[config.mk]
export PLATFORM = sky130hd
export DESIGN_NAME = jets_div
export DESIGN_NICKNAME = d
export VERILOG_FILES = /design/src/rtl/core/jets_pkg.sv /design/src/rtl/core/jets_div.sv
export SDC_FILE = /design/constraint.sdc
export NUM_CORES = 1
export LEC_CHECK = 0
export BUFFER_PORTS_ARGS = -buffer_cell sky130_fd_sc_hd__buf_2
export CORE_UTILIZATION = 50
export CTS_CLUSTER_SIZE = 14
export DETAILED_ROUTE_END_ITERATION = 8
export PLACE_DENSITY = 0.7
export SYNTH_ARGS = -nofsm -noshare
export SYNTH_HDL_FRONTEND = slang
export SYNTH_SLANG_ARGS = --single-unit
[constraint.sdc]
create_clock -name clk -period 4.8 [get_ports clk]
set_input_delay 0.96 -clock clk [delete_from_list [all_inputs] [get_ports clk]]
set_output_delay 0.96 -clock clk [all_outputs]
set_load 0.1 [all_outputs]
[src/rtl/core/jets_pkg.sv]
// ----------------------------------------------------------------------------
// jets_pkg
// Shared types, constants and helpers for the julia escape-time block.
// ----------------------------------------------------------------------------
package jets_pkg;

  localparam int DEF_IMAGE_WIDTH  = 1024;
  localparam int DEF_IMAGE_HEIGHT = 1024;
  localparam int FRAC_BITS        = 28;
  localparam int NUM_CELLS        = 4;
  localparam int MAG_W            = 43;
  localparam int LOG_W            = 23;
  localparam int SUM_W            = 36;
  localparam int NEG_LOG2_LN2_Q16 = 34653;

  localparam logic [SUM_W-1:0] ESCAPE_BOUND = SUM_W'(64'd4 << FRAC_BITS);

  localparam logic [2:0] REG_CONST_REAL    = 3'd0;
  localparam logic [2:0] REG_CONST_IMAG    = 3'd1;
  localparam logic [2:0] REG_VIEW_MIN_REAL = 3'd2;
  localparam logic [2:0] REG_VIEW_MAX_REAL = 3'd3;
  localparam logic [2:0] REG_VIEW_MIN_IMAG = 3'd4;
  localparam logic [2:0] REG_VIEW_MAX_IMAG = 3'd5;
  localparam logic [2:0] REG_ITER_LIMIT    = 3'd6;

  typedef struct packed {
    logic [9:0] pixel_col;
    logic [9:0] pixel_row;
  } in_t;

  typedef struct packed {
    logic [19:0] smooth_count;
    logic        inside_set;
  } out_t;

  typedef struct packed {
    logic signed [31:0] const_real;
    logic signed [31:0] const_imag;
    logic [11:0]        iteration_limit;
  } cell_cfg_t;

  typedef struct packed {
    logic               valid;
    logic               done;
    logic signed [31:0] zr;
    logic signed [31:0] zi;
    logic [11:0]        iter;
    logic [SUM_W-1:0]   sum;
  } ring_t;

  function automatic logic signed [31:0] sat32(input logic signed [47:0] v);
    if (v > 48'sd2147483647) begin
      return 32'sh7fffffff;
    end else if (v < -48'sd2147483648) begin
      return 32'sh80000000;
    end else begin
      return v[31:0];
    end
  endfunction

  function automatic logic [16:0] log_tab(input logic [4:0] idx);
    logic [16:0] t;
    case (idx)
      5'd0:    t = 17'd0;
      5'd1:    t = 17'd5732;
      5'd2:    t = 17'd11136;
      5'd3:    t = 17'd16248;
      5'd4:    t = 17'd21098;
      5'd5:    t = 17'd25711;
      5'd6:    t = 17'd30109;
      5'd7:    t = 17'd34312;
      5'd8:    t = 17'd38336;
      5'd9:    t = 17'd42196;
      5'd10:   t = 17'd45904;
      5'd11:   t = 17'd49472;
      5'd12:   t = 17'd52911;
      5'd13:   t = 17'd56229;
      5'd14:   t = 17'd59434;
      5'd15:   t = 17'd62534;
      5'd16:   t = 17'd65536;
      default: t = 17'd0;
    endcase
    return t;
  endfunction

endpackage

[src/rtl/core/jets_div.sv]
// ----------------------------------------------------------------------------
// jets_div
// Division by a fixed divisor through a reciprocal multiply, four partial
// products accumulated in turn.
// ----------------------------------------------------------------------------
module jets_div #(
  parameter int DIVISOR = jets_pkg::DEF_IMAGE_WIDTH,
  parameter int DW      = jets_pkg::MAG_W
) (
  input  logic          clk,
  input  logic          rst,
  input  logic          start,
  input  logic [DW-1:0] dividend,
  output logic [DW-1:0] quotient,
  output logic          done
);

  localparam int SH = DW + $clog2(DIVISOR);
  localparam int HW = (DW + 2) / 2;
  localparam int AW = 4 * HW;
  localparam logic [63:0] RECIP = ((64'd1 << SH) + 64'(DIVISOR) - 64'd1) / 64'(DIVISOR);
  localparam logic [2*HW-1:0] RECIP_W = (2*HW)'(RECIP);
  localparam logic [HW-1:0] M_LO = RECIP_W[HW-1:0];
  localparam logic [HW-1:0] M_HI = RECIP_W[2*HW-1:HW];

  logic [2*HW-1:0] x;
  logic [AW-1:0]   acc;
  logic [1:0]      step;
  logic            busy;
  logic [HW-1:0]   op_a;
  logic [HW-1:0]   op_b;
  logic [2*HW-1:0] part;
  logic [AW-1:0]   term;

  assign op_a     = step[1] ? x[2*HW-1:HW] : x[HW-1:0];
  assign op_b     = step[0] ? M_HI : M_LO;
  assign part     = op_a * op_b;
  assign quotient = DW'(acc >> SH);

  always_comb begin
    case (step)
      2'd0:    term = AW'(part);
      2'd3:    term = {part, {(2*HW){1'b0}}};
      default: term = AW'({part, {HW{1'b0}}});
    endcase
  end

  always_ff @(posedge clk) begin
    if (rst) begin
      busy <= 1'b0;
      done <= 1'b0;
      step <= '0;
    end else begin
      done <= busy && (step == 2'd3);
      if (start) begin
        busy <= 1'b1;
        step <= '0;
      end else if (busy) begin
        step <= step + 2'd1;
        if (step == 2'd3) begin
          busy <= 1'b0;
        end
      end
    end
  end

  always_ff @(posedge clk) begin
    if (start) begin
      x   <= (2*HW)'(dividend);
      acc <= '0;
    end else if (busy) begin
      acc <= acc + term;
    end
  end

endmodule

==> impl.org <==
** Cells and area
- The repair_antennas step left the layout with diodes totalling 0.
- Leaving out filler cells and counting taps, the final layout contains 1307.
- Commonest cells after routing, fill and taps aside :: 144 x nor2_1, 93 x a21oi_1, 92 x nand2_1, 80 x buf_2, 70 x dfxtp_1
- Of the cells placed in the final design, the portion with a size suffix greater than 1 is 14.35%.
- For this run, the post-layout net count is 1189.
- From synthesis to final layout, the design area changed by 13.28%.
- Final Core Density :: 57.85%
- Commonest non-fill, non-tap cell in the layout :: nor2_1

** Setup path
- Data arrives at the worst endpoint at 4.87 ns.
- Endpoint class of the critical path :: register
- Critical path buffers and inverters :: 2
- Measured in cells, the most critical reg-to-reg path has a length of 16.
- Traced cell by cell, the critical path runs through inv_1 -> ha_1 -> nor2_1 -> nand2_1 -> buf_4 -> nor2_1 -> ha_1 -> and4_1 -> and3_1 -> a21oi_1 -> a31oi_2 -> o211ai_1 -> o211ai_1 -> o211ai_1 -> nand3_1 -> a32o_1.
- Counting stages on the worst path, the most repeated cell is o211ai_1.
- Slowest cell on the critical path :: o211ai_1
- Startpoint Class :: register
- STA puts the critical path data required time at 5.12 ns.
- The most critical setup path has its startpoint at step[0]$_SDFFE_PP0P_.
- The largest single stage delay on the critical path is 0.54 ns.
- Of all nets on the critical path, the largest fanout is 11.
- The critical path runs through a total of 16 cells.
- Category of the most critical setup path :: reg2reg
- The worst register-to-register path begins at step[0]$_SDFFE_PP0P_.
- Grouping stages by cell kind, the critical path spends the most delay in compound AO/OA/AOI/OAI gates.

** Yosys
- Most frequently used flop master after synthesis :: dfxtp_1
- Synthesis instantiated 68 different standard cells from the library.
- Cell area after synthesis :: 8469 um2
- Of all flip-flops after synthesis, the portion carrying an async set or reset was 0%.
- Number of storage elements in the synthesis netlist :: 114
- Counting every instance in the synthesized netlist gives 1024.
- Number of enable-type register cells in the synthesized netlist :: 43
- A synthesized cell averages 8.271 um2.
- Of the synthesized area, sequential elements account for 32.03%.
- The Yosys step of the flow raised 0 warnings.

** Status
- The flow ran to the end, and the final reports show no timing, DRC or antenna violations.

** GRT
- Antenna violations before repair :: 0
- Total track usage :: 27.73%
- Via count of the first global-routing pass :: 7188
- Entering global routing, the biggest net connects 73 pins.
- Total gr overflow :: 0
- Global-route wire length before repair :: 37340 um

** Drt
- Total number of vias :: 7787
- Drt via density :: 5.958
- The detail route stage leaves a number of antenna-violating nets equal to 0.
- For this run, design rule violations remaining after detail routing come to 0.
- Final Routed Wirelength :: 23740 um
- DRC marker count from the first detailed-route iteration :: 580
- The first detailed-routing pass ran for 5 iterations.
- Post-DR wirelength/cell :: 18.16 um

** STA
- Of the available clock period, the critical path in the final layout requires 94.78%.
- Clock skew after layout :: 0.009767 ns
- Setup repair after global routing left no endpoint under its margin.
- Derived from the worst setup path, the maximum achievable clock frequency is 219.8 MHz.
- Adding up every negative setup slack in the final design gives 0 ns.
- Pin slew with the least headroom to its limit :: 1.221 ns
- Headroom to the max-slew limit came out at 18.42%.
- Setup violations, final :: 0
- Minimum clock period :: 4.549 ns
- Hold timing on the final database bottoms out at a slack of 0.4633 ns.
- Final hold viol count :: 0
- Number of pins exceeding their max-slew limit in the final report :: 0

** Flow run
- Max-cap violations in this run came to 0.

** Floorplanning
- Die extent in y :: 132.2 um
- For this configuration, the core starts out at a cell density of 51.07%.
- The die covers 17460 um2.
- The die is 132.2 um wide.
- For this design the top-level I/O count stands at 90.
- In this run the standard cell core region covers 16580 um2.
- The initialized floorplan defines 47 standard-cell rows.

** Placement
- After legalization and detailed placement, the total HPWL measured 17860 um.
- Count of placed standard cells including taps :: 1275
- Gpl congestion :: 1.028
- Number of buffers inserted by port buffering :: 81

** Pwr
- Tot Pwr :: 2.700 mW
- Leakage power summed over all cells :: 4.128 nW
- For this design the ratio of total power to cell area is 281.4 nW/um2.
- Across the VDD grid, the largest voltage drop is 0.4373 mV.

** Clocking
- The cell sitting at the root of the clock tree is a clkbuf_16.
- Clock transition at the register clock pins on the worst setup and hold paths after CTS :: 0.05 ns
- TritonCTS clock tree :: done
- Number of buffers inserted during clock tree synthesis :: 17
- In this run the number of H-tree levels came out at 4.
- Insertion delay to the later sink of the worst-skew pair :: 0.44 ns
- Buffers inserted to repair hold after CTS numbered 0.
- After clock tree synthesis, the setup repair step added 0 buffers.
- Deepest clock path buffer count :: 2
- Clock tree synthesis found a total of 114 sinks.

** Min path
- Type of the most critical hold path :: reg2reg
- Worst Hold Depth :: 2
- In this run the most critical hold path is launched from acc[50]$_SDFFE_PP0P_.
## kinds of logic (layout without fill, tap and decap cells)
kind of cell               after synthesis  count (layout)  synth area share (%)
and+or+nand+nor                        347             347                 18.38
buffers and inverters                  109             165                 6.751
xor gates and xnor gates                45              45                 4.653
other                                    1               8               0.04428
DFF                                    114             114                 32.03
muxes                                   50              50                 5.924
adders and majority gates               69              69                 10.28
AOI/OAI and AO/OA                      289             289                 21.94
## registers in the layout (all words and copies together), names as in the netlist
| register | flops |
|---|---|
| acc | 67 |
| busy | 1 |
| done | 1 |
| step | 2 |
| x | 43 |
## final timing paths
| kind | slack, ns | end |
|---|---|---|
| worst min register to register | 0.46 | acc[50]$_SDFFE_PP0P_ |
| worst max-delay path | 0.25 | acc[86]$_SDFFE_PP0P_ |
| worst min-delay path | 0.46 | acc[50]$_SDFFE_PP0P_ |
| worst max register to register | 0.25 | acc[86]$_SDFFE_PP0P_ |
## through the flow
stage	instance area, um2	setup slack (ns)
after floorplan	8496	0.5135
after global placement	8916	0.4395
after detailed placement	8916	0.3392
after CTS	9572	0.2926
after global routing	9594	0.003705
final	9594	0.2507
## timing repair
| item | 4_1_cts | 5_1_grt |
|---|---|---|
| setup endpoints to repair | 0 | 3 |
| resized for setup | 0 | 3 |
| endpoints found under the hold margin | 0 | 0 |
## cells in the mapped netlist, types with 3 or more instances
| cell type | number | area (um2) |
|---|---|---|
| o2111ai_1 | 8 | 70.07 |
| a211oi_1 | 10 | 75.07 |
| edfxtp_1 | 43 | 1291 |
| nor3_1 | 19 | 95.09 |
| clkbuf_1 | 37 | 138.9 |
| nand3b_1 | 5 | 37.54 |
| inv_1 | 24 | 90.09 |
| o21ai_0 | 61 | 305.3 |
| o21bai_1 | 13 | 97.59 |
| nand2_1 | 92 | 345.3 |
| ha_1 | 68 | 850.8 |
| xor2_1 | 23 | 201.4 |
| nor2_1 | 145 | 544.3 |
| buf_4 | 43 | 322.8 |
| nand2b_1 | 14 | 87.58 |
| o21a_1 | 8 | 60.06 |
| nand4_1 | 22 | 137.6 |
| o211ai_1 | 9 | 67.56 |
| dfxtp_1 | 71 | 1421 |
| buf_1 | 4 | 15.01 |
| nor2b_1 | 7 | 43.79 |
| a31oi_1 | 5 | 31.28 |
| nand3_1 | 14 | 70.07 |
| or3_1 | 5 | 31.28 |
| o31ai_1 | 4 | 30.03 |
| a21boi_0 | 6 | 45.04 |
| a21o_1 | 30 | 225.2 |
| a21oi_1 | 93 | 465.5 |
| a32o_1 | 7 | 70.07 |
| mux2i_1 | 49 | 490.5 |
| or2_2 | 3 | 18.77 |
| xnor2_1 | 22 | 192.7 |
| and3_1 | 8 | 50.05 |
| and2_1 | 5 | 31.28 |
| o21ai_1 | 5 | 25.02 |
## power by group
group / internal [mW] / leakage, nW / switching (mW)
combinational: 0.0693 / 2.82 / 0.153
sequential: 1.04 / 0.994 / 0.0121
clock: 0.927 / 0.312 / 0.496
total: 2.04 / 4.13 / 0.660
## worst reg2reg max path, cell delays in order, from the launching register on
cell      delay (ns)
dfxtp_1         0.40
inv_1           0.08
ha_1            0.30
nor2_1          0.16
nand2_1         0.26
buf_4           0.28
nor2_1          0.12
ha_1            0.29
and4_1          0.25
and3_1          0.20
a21oi_1         0.32
a31oi_2         0.22
o211ai_1        0.54
o211ai_1        0.33
o211ai_1        0.33
nand3_1         0.11
a32o_1          0.25
## layout make-up
type,instances,area [um2]
clock buffer,18,429.2
clock inverter,14,226.5
fill,1516,6989
inverter,24,90.09
multi-input combinational,808,5241
sequential,114,2714
tap,220,275.3
timing repair buffer,109,618.1
## layer usage
metal  share of wire (%)  vias to the layer above  GRT usage, %
li1                    -                     3779             -
met1                  43                     3592         36.15
met2                  44                      352         43.45
met3                 8.8                       64         6.920
met4                 3.4                        0         12.27
met5                   0                        -             0
Note: power is estimated with default switching activity, not from simulation.
