`config.mk`:
```
export PLATFORM = sky130hd
export DESIGN_NAME = jets_log
export DESIGN_NICKNAME = d
export VERILOG_FILES = /design/src/rtl/core/jets_pkg.sv /design/src/rtl/core/jets_log.sv
export SDC_FILE = /design/constraint.sdc
export NUM_CORES = 1
export LEC_CHECK = 0
export BUFFER_PORTS_ARGS = -buffer_cell sky130_fd_sc_hd__buf_2
export CORE_MARGIN = 2
export CORE_UTILIZATION = 54
export CTS_CLUSTER_DIAMETER = 60
export DETAILED_ROUTE_END_ITERATION = 7
export PLACE_DENSITY = 0.72
export SKIP_CTS_REPAIR_TIMING = 1
export SYNTH_ARGS = -nofsm -noshare
export SYNTH_HDL_FRONTEND = slang
export SYNTH_SLANG_ARGS = --single-unit
export TNS_END_PERCENT = 50
```
`constraint.sdc`:
```
create_clock -name clk -period 15.5 [get_ports clk]
set_input_delay 3.1 -clock clk [delete_from_list [all_inputs] [get_ports clk]]
set_output_delay 3.1 -clock clk [all_outputs]
set_load 0.02 [all_outputs]
```
`src/rtl/core/jets_pkg.sv`:
```
// ----------------------------------------------------------------------------
// jets_pkg
// Shared types, constants and helpers for the julia escape-time block.
// ----------------------------------------------------------------------------
package jets_pkg;

  localparam int DEF_IMAGE_WIDTH  = 1024;
  localparam int DEF_IMAGE_HEIGHT = 1024;
  localparam int FRAC_BITS        = 28;
  localparam int NUM_CELLS        = 4;
  localparam int MAG_W            = 43;
  localparam int LOG_W            = 23;
  localparam int SUM_W            = 36;
  localparam int NEG_LOG2_LN2_Q16 = 34653;

  localparam logic [SUM_W-1:0] ESCAPE_BOUND = SUM_W'(64'd4 << FRAC_BITS);

  localparam logic [2:0] REG_CONST_REAL    = 3'd0;
  localparam logic [2:0] REG_CONST_IMAG    = 3'd1;
  localparam logic [2:0] REG_VIEW_MIN_REAL = 3'd2;
  localparam logic [2:0] REG_VIEW_MAX_REAL = 3'd3;
  localparam logic [2:0] REG_VIEW_MIN_IMAG = 3'd4;
  localparam logic [2:0] REG_VIEW_MAX_IMAG = 3'd5;
  localparam logic [2:0] REG_ITER_LIMIT    = 3'd6;

  typedef struct packed {
    logic [9:0] pixel_col;
    logic [9:0] pixel_row;
  } in_t;

  typedef struct packed {
    logic [19:0] smooth_count;
    logic        inside_set;
  } out_t;

  typedef struct packed {
    logic signed [31:0] const_real;
    logic signed [31:0] const_imag;
    logic [11:0]        iteration_limit;
  } cell_cfg_t;

  typedef struct packed {
    logic               valid;
    logic               done;
    logic signed [31:0] zr;
    logic signed [31:0] zi;
    logic [11:0]        iter;
    logic [SUM_W-1:0]   sum;
  } ring_t;

  function automatic logic signed [31:0] sat32(input logic signed [47:0] v);
    if (v > 48'sd2147483647) begin
      return 32'sh7fffffff;
    end else if (v < -48'sd2147483648) begin
      return 32'sh80000000;
    end else begin
      return v[31:0];
    end
  endfunction

  function automatic logic [16:0] log_tab(input logic [4:0] idx);
    logic [16:0] t;
    case (idx)
      5'd0:    t = 17'd0;
      5'd1:    t = 17'd5732;
      5'd2:    t = 17'd11136;
      5'd3:    t = 17'd16248;
      5'd4:    t = 17'd21098;
      5'd5:    t = 17'd25711;
      5'd6:    t = 17'd30109;
      5'd7:    t = 17'd34312;
      5'd8:    t = 17'd38336;
      5'd9:    t = 17'd42196;
      5'd10:   t = 17'd45904;
      5'd11:   t = 17'd49472;
      5'd12:   t = 17'd52911;
      5'd13:   t = 17'd56229;
      5'd14:   t = 17'd59434;
      5'd15:   t = 17'd62534;
      5'd16:   t = 17'd65536;
      default: t = 17'd0;
    endcase
    return t;
  endfunction

endpackage

```
`src/rtl/core/jets_log.sv`:
```
// ----------------------------------------------------------------------------
// jets_log
// Table based log2 in Q16: serial leading-one search, then interpolation.
// ----------------------------------------------------------------------------
module jets_log (
  input  logic                       clk,
  input  logic                       rst,
  input  logic                       start,
  input  logic [jets_pkg::SUM_W-1:0] arg,
  output logic                       done,
  output logic [jets_pkg::LOG_W-1:0] result
);

  localparam logic [1:0] L_IDLE = 2'd0;
  localparam logic [1:0] L_NORM = 2'd1;
  localparam logic [1:0] L_MUL  = 2'd2;
  localparam logic [1:0] L_ADD  = 2'd3;

  logic [1:0]                       state;
  logic [jets_pkg::SUM_W-1:0]       w;
  logic [5:0]                       p;
  logic [jets_pkg::LOG_W-1:0]       base;
  logic [24:0]                      frac_prod;
  logic [4:0]                       idx;
  logic [11:0]                      rem;
  logic [16:0]                      t0;
  logic [16:0]                      t1;
  logic [16:0]                      tdiff;

  assign idx   = {1'b0, w[34:31]};
  assign rem   = w[30:19];
  assign t0    = jets_pkg::log_tab(idx);
  assign t1    = jets_pkg::log_tab(idx + 5'd1);
  assign tdiff = t1 - t0;

  always_ff @(posedge clk) begin
    if (rst) begin
      state <= L_IDLE;
      done  <= 1'b0;
    end else begin
      done <= (state == L_ADD);
      unique case (state)
        L_IDLE: if (start) state <= L_NORM;
        L_NORM: if (w[jets_pkg::SUM_W-1] || p == 6'd0) state <= L_MUL;
        L_MUL:  state <= L_ADD;
        L_ADD:  state <= L_IDLE;
        default: state <= L_IDLE;
      endcase
    end
  end

  always_ff @(posedge clk) begin
    if (state == L_IDLE && start) begin
      w <= arg;
      p <= 6'(jets_pkg::SUM_W - 1);
    end else if (state == L_NORM && !w[jets_pkg::SUM_W-1] && p != 6'd0) begin
      w <= {w[jets_pkg::SUM_W-2:0], 1'b0};
      p <= p - 6'd1;
    end
    if (state == L_MUL) begin
      frac_prod <= tdiff[12:0] * rem;
      base      <= jets_pkg::LOG_W'({p, 16'd0}) + jets_pkg::LOG_W'(t0);
    end
    if (state == L_ADD) begin
      result <= base + jets_pkg::LOG_W'(frac_prod[24:12]);
    end
  end

endmodule

```
==> impl_metrics.py, run 1 <==
metrics = {
    "status": {
        "run_status": "finished clean",
    },
    "sta": {
        "timing.fmax_ghz": 0.110,
        "setup-violations-final": 0,
        "worst_clock_skew_ps": 10.5,
        "finalHoldViolations": 0,
        "holdWs_ps": 403,
        "rsz0062_at_grt": "no",
        "min_period_ps": 9080,
        "final_critical_path_share_of_the_clock_period_pct": 58.6,
        "totalNegativeSetupSlack_ps": 0,
        "maxSlewHeadroom_pct": 27.1,
        "report.final.slew_viol_count": 0,
        "transition_time_of_the_tightest_slew_check_pin_ps": 1090,
    },
    "clock_tree": {
        "number_of_buffers_on_the_longest_clock_path": 2,
        "clk_transition_reported_paths_ps": 60,
        "clk-insertion-delay-late_ps": 420,
        "cts-root-buf": "clkbuf_16",
        "cts_sink_cnt": 119,
        "tritoncts": "built",
        "cts_inserted_buffers": 17,
        "cts-htree-levels": 4,
    },
    "drt": {
        "route.antenna.remaining_nets": 0,
        "routed_via_density": 5.19,
        "detail_route.drc_violations": 0,
        "per_cell_routed_wire_length_um": 14.5,
        "vias": 7769,
        "drt-pass1-iter-count": 7,
        "drt_wl_total_um": 21700,
        "drtIter0Drc": 433,
    },
    "synthesis": {
        "yosys.cell_types.count": 64,
        "synthesis.instances": 1169,
        "ys_async_sr_fraction_pct": 0,
        "yosys_warning_count": 0,
        "syn-num-nets": 1425,
        "synth_flop_cell": "edfxtp_1",
        "synthesis.area_um2": 11000,
        "post_synth.cell_area_avg_um2": 9.41,
        "edff_count_synth": 94,
        "synth_sequential_area_ratio_pct": 30.2,
        "ys_seq_elements": 119,
    },
    "final_layout": {
        "final_cell_count_no_fill": 1498,
        "layout-area-overhead-vs-synth_pct": 10.1,
        "final_layout_size_suffix_gt1_share_pct": 9.61,
        "nNetsFinal": 1471,
        "post-route-cell-area_um2": 12100,
        "antenna-diode-count": 0,
    },
    "floorplanning": {
        "core_area_um2": 20100,
        "fp.dieH_um": 147,
        "placement_rows": 52,
        "die_w_um": 147,
        "ios": 63,
        "floorplan.initialDensity_pct": 54.7,
        "die_area_um2": 21500,
    },
    "critical_path": {
        "timing.critical_path.slowest_stage_cell": "edfxtp_1",
        "worst-path-buf-inv": 4,
        "largest_incremental_delay_on_the_critical_path_ps": 730,
        "worst_setup_sp": "w[31]",
        "timing.critical_path.depth": 31,
        "worstRegToRegCells": 31,
        "critical_path.endpoint": "frac_prod[23]",
        "worst_r2r_endpoint": "frac_prod[23]",
        "critical-path-top-delay-family": "adder cells",
        "worstSetupEndpointType": "flop",
        "critPathRequiredTime_ps": 15660,
        "worst-r2r-setup-slack_ps": 6420,
        "cp_data_arrival_time_ps": 9240,
        "critical_path.startpoint_type": "flop",
        "crit_type": "flop to flop",
        "crit_path_max_fanout": 19,
        "crit_top_cell": "fa_1",
        "regToRegStartpoint": "w[31]",
    },
    "global_route": {
        "number_of_antenna_violations_at_the_first_check_in_global_routing": 0,
        "grt_pass1_vias": 7812,
        "grt_max_degree": 45,
        "global_route.overflow_total": 0,
        "grt_first_pass_wirelength_um": 37500,
        "grt_util_all_layers_pct": 21.6,
    },
    "place": {
        "dp_hpwl_um": 16800,
        "standard_cell_area_after_detailed_placement_um2": 11500,
        "numPlacedInstances": 1466,
        "io_buffer_count": 62,
        "place.gp.congestion": 0.858,
    },
    "run": {
        "drv_cap": 0,
    },
    "hold_path": {
        "min-delay-path-class": "flop to flop",
    },
}
## sequential cells by signal (all words and copies together) (netlist names)
signal / cells
result: 23
done: 1
p: 6
base: 22
frac_prod: 13
w: 36
t0: 16
state: 2
## cell usage in the layout (no fill, tap or decap), types with 5 or more instances in the layout
| cell type | instances |
|---|---|
| nor2b_1 | 18 |
| and2_1 | 47 |
| fa_1 | 111 |
| inv_6 | 6 |
| nor3_1 | 20 |
| nand2b_1 | 15 |
| inv_1 | 182 |
| buf_4 | 9 |
| nand3_1 | 13 |
| o21ai_1 | 6 |
| nor2_1 | 56 |
| a21oi_1 | 35 |
| buf_2 | 62 |
| ha_1 | 106 |
| and3_1 | 7 |
| a211oi_1 | 9 |
| clkbuf_16 | 19 |
| a31oi_1 | 5 |
| o21a_1 | 9 |
| nand2_1 | 226 |
| a21o_1 | 7 |
| dfxtp_1 | 25 |
| edfxtp_1 | 94 |
| xnor2_1 | 34 |
| o21ai_0 | 23 |
| xor2_1 | 13 |
## cell families (layout without fill, tap and decap cells)
group	after synthesis	count (layout)	share of synthesized area, %
flip-flops	119	119	30.2
XOR/XNOR	50	50	4.18
adder cells (fa/ha/maj)	217	217	32.2
AO/OA/AOI/OAI	130	130	7.64
buffers and inverters	229	288	7.97
AND/OR/NAND/NOR	419	419	17.3
multiplexers	5	5	0.500
## synthesized netlist by cell type (6+ instances only)
master / n / area (um^2)
dfxtp_1: 25 / 500
edfxtp_1: 94 / 2820
nor2b_1: 18 / 113
inv_1: 182 / 683
nand2b_1: 15 / 93.8
nand3_1: 13 / 65.1
o21a_1: 9 / 67.6
and2_1: 47 / 294
ha_1: 106 / 1330
o21ai_0: 23 / 115
fa_1: 111 / 2220
xnor2_1: 34 / 298
nand2_1: 226 / 848
xor2_1: 13 / 114
nor3_1: 20 / 100
o21ai_1: 6 / 30.0
a21oi_1: 35 / 175
a211oi_1: 9 / 67.6
and3_1: 7 / 43.8
a21o_1: 7 / 52.6
clkbuf_1: 34 / 128
nor2_1: 56 / 210
## worst min path at each step
stage               cells after the start    from  slack (ps)  endpoint
floorplan                               0  t0[13]         390  base[13]
global placement                        0  t0[13]         390  base[13]
detailed placement                      0  t0[15]         390  base[15]
CTS                                     0  t0[15]         400  base[15]
global route                            0  t0[15]         410  base[15]
finish                                  0  t0[15]         400  base[15]
## metal layers
layer  GRT usage (%)  wire, um  vias up
li1                -         -     3835
met1            30.1     10100     3722
met2            34.6     10000      189
met3            5.22      1330       23
met4            5.10       279        0
met5               0         0        -
## through the flow
| stage | setup slack, ps | util, % |
|---|---|---|
| after floorplan | 7490 | - |
| after global placement | 6770 | 57.4 |
| after detailed placement | 6510 | 57.4 |
| after CTS | 6460 | 60.3 |
| after global routing | 5710 | 60.3 |
| final | 6420 | 60.3 |
## final cells by class
cell class	count	area, um^2
inverter	185	694
fill	1715	7990
timing repair buffer	71	378
sequential	119	3320
clock buffer	19	475
tap	270	338
clock inverter	13	104
multi-input combinational	821	6800
Power of run 1 is left out: the tool's default activity adds up to more than one toggle a clock period on the data nets, which glitch-free logic cannot reach.
==> inputs of run 2 (changes only) <==
==> constraint.sdc (replaced) <==
create_clock -name clk -period 9.1 [get_ports clk]
set_input_delay 1.82 -clock clk [delete_from_list [all_inputs] [get_ports clk]]
set_output_delay 1.82 -clock clk [all_outputs]
set_load 0.02 [all_outputs]
==> impl_metrics.py, run 2 (same netlist as run 1, synthesis figures left out) <==
metrics = {
    "hold_path": {
        "min-delay-path-class": "flop to flop",
        "holdPathStages": 0,
        "timing.hold.worst.start": "t0[14]",
        "whs_endpoint": "base[14]",
    },
    "final_layout": {
        "largest_register_ff_count": 36,
        "filler_cell_count": 1663,
        "final_layout_size_suffix_gt1_share_pct": 10.3,
        "antenna-diode-count": 0,
        "reg_top3": "w: 36 flops, result: 23 flops, base: 22 flops",
        "nNetsFinal": 1478,
        "top_register": "w",
        "most-common-layout-cells": "nand2_1 (226), inv_1 (182), fa_1 (111), ha_1 (106), edfxtp_1 (94)",
        "postLayoutCoreUtil_pct": 60.7,
        "layout-area-overhead-vs-synth_pct": 10.9,
        "post-route-cell-area_um2": 12200,
        "layout.cells.most_common": "nand2_1",
    },
    "clock_tree": {
        "cts-htree-levels": 4,
        "clk-insertion-delay-late_ps": 420,
        "clk_transition_reported_paths_ps": 60,
        "cts_inserted_buffers": 17,
        "tritoncts": "built",
        "cts_sink_cnt": 119,
        "number_of_buffers_on_the_longest_clock_path": 2,
        "cts-root-buf": "clkbuf_16",
    },
    "drt": {
        "met2RoutedLength_um": 10100,
        "dr_wl_met3_um": 1170,
        "routed_via_density": 5.19,
        "drtIter0Drc": 394,
        "vias": 7818,
        "routedLengthMet1_um": 10300,
        "route.antenna.remaining_nets": 0,
        "drt-pass1-iter-count": 5,
        "drt_wl_total_um": 21700,
        "detail_route.drc_violations": 0,
        "top_layer": "met4",
        "per_cell_routed_wire_length_um": 14.4,
    },
    "critical_path": {
        "critPathRequiredTime_ps": 9260,
        "worst_r2r_endpoint": "frac_prod[23]",
        "regToRegStartpoint": "w[31]",
        "cp_data_arrival_time_ps": 8480,
        "largest_incremental_delay_on_the_critical_path_ps": 610,
        "crit_path_max_fanout": 13,
        "crit_type": "flop to flop",
        "worst-path-buf-inv": 4,
        "critical-path-top-delay-family": "adder cells",
        "worst-r2r-setup-slack_ps": 780,
        "timing.critical_path.slowest_stage_cell": "xnor2_1",
        "worstSetupEndpointType": "flop",
        "critical_path.startpoint_type": "flop",
        "worstRegToRegCells": 31,
        "crit_top_cell": "fa_1",
    },
    "sta": {
        "setup-violations-final": 0,
        "maxSlewHeadroom_pct": 28.7,
        "final_critical_path_share_of_the_clock_period_pct": 91.4,
        "timing.fmax_ghz": 0.120,
        "finalHoldViolations": 0,
        "totalNegativeSetupSlack_ps": 0,
        "report.final.slew_viol_count": 0,
        "worst_clock_skew_ps": 6.87,
        "rsz0062_at_grt": "no",
        "holdWs_ps": 402,
        "transition_time_of_the_tightest_slew_check_pin_ps": 1070,
        "min_period_ps": 8320,
    },
    "place": {
        "standard_cell_area_after_detailed_placement_um2": 11600,
        "io_buffer_count": 62,
        "dp_hpwl_um": 16900,
        "place.gp.congestion": 0.872,
    },
    "global_route": {
        "grt_util_all_layers_pct": 21.7,
        "global_route.overflow_total": 0,
        "grt_pass1_vias": 7852,
        "grt_max_degree": 45,
        "number_of_antenna_violations_at_the_first_check_in_global_routing": 0,
        "grt_first_pass_wirelength_um": 37400,
    },
    "floorplanning": {
        "floorplan.initialDensity_pct": 54.7,
        "placement_rows": 52,
        "fp.dieH_um": 147,
        "core_area_um2": 20100,
        "ios": 63,
        "die_w_um": 147,
        "die_area_um2": 21500,
    },
    "status": {
        "run_status": "finished clean",
    },
    "run": {
        "drv_cap": 0,
    },
}
run 2: worst reg2reg max path, delay by kind of cell (launching register included):
kind,cells,cell delay (ps)
AOI/OAI and AO/OA,8,1340
DFF,1,380
buffers and inverters,4,390
and+or+nand+nor,8,1260
adders and majority gates,8,3590
xor gates and xnor gates,3,1100
run 2: layout make-up:
cell class              count  area [um^2]  area share [%]
inverters                 185          694            5.69
flip-flops and latches    119         3320            27.2
multi-input cells         821         6830            56.0
clock inverters            12         97.6           0.800
well taps                 270          338            2.77
repair buffers             78          430            3.53
clock buffers              20          489            4.01
run 2: per-layer routing:
layer	GRT usage, %	vias to the layer above
li1	-	3850
met1	29.8	3741
met2	35.2	203
met3	4.97	24
met4	5.53	0
met5	0	-
run 2: worst max-delay path by stage:
stage / from / end / slack [ps] / depth (start not counted)
floorplan: w[31] / frac_prod[23] / 1090 / 34
global placement: w[31] / frac_prod[23] / 760 / 31
detailed placement: w[32] / frac_prod[23] / 580 / 31
CTS: w[31] / frac_prod[23] / 550 / 31
global route: w[31] / frac_prod[23] / 40 / 31
finish: w[31] / frac_prod[23] / 780 / 31
run 2: metrics by stage:
| stage | cells | setup WS, ps |
|---|---|---|
| floorplan | 1169 | 1090 |
| global placement | 1473 | 759 |
| detailed placement | 1473 | 583 |
| CTS | 1505 | 552 |
| global route | 1505 | 36.2 |
| finish | 1505 | 784 |
Power of run 2 is left out for the same reason.
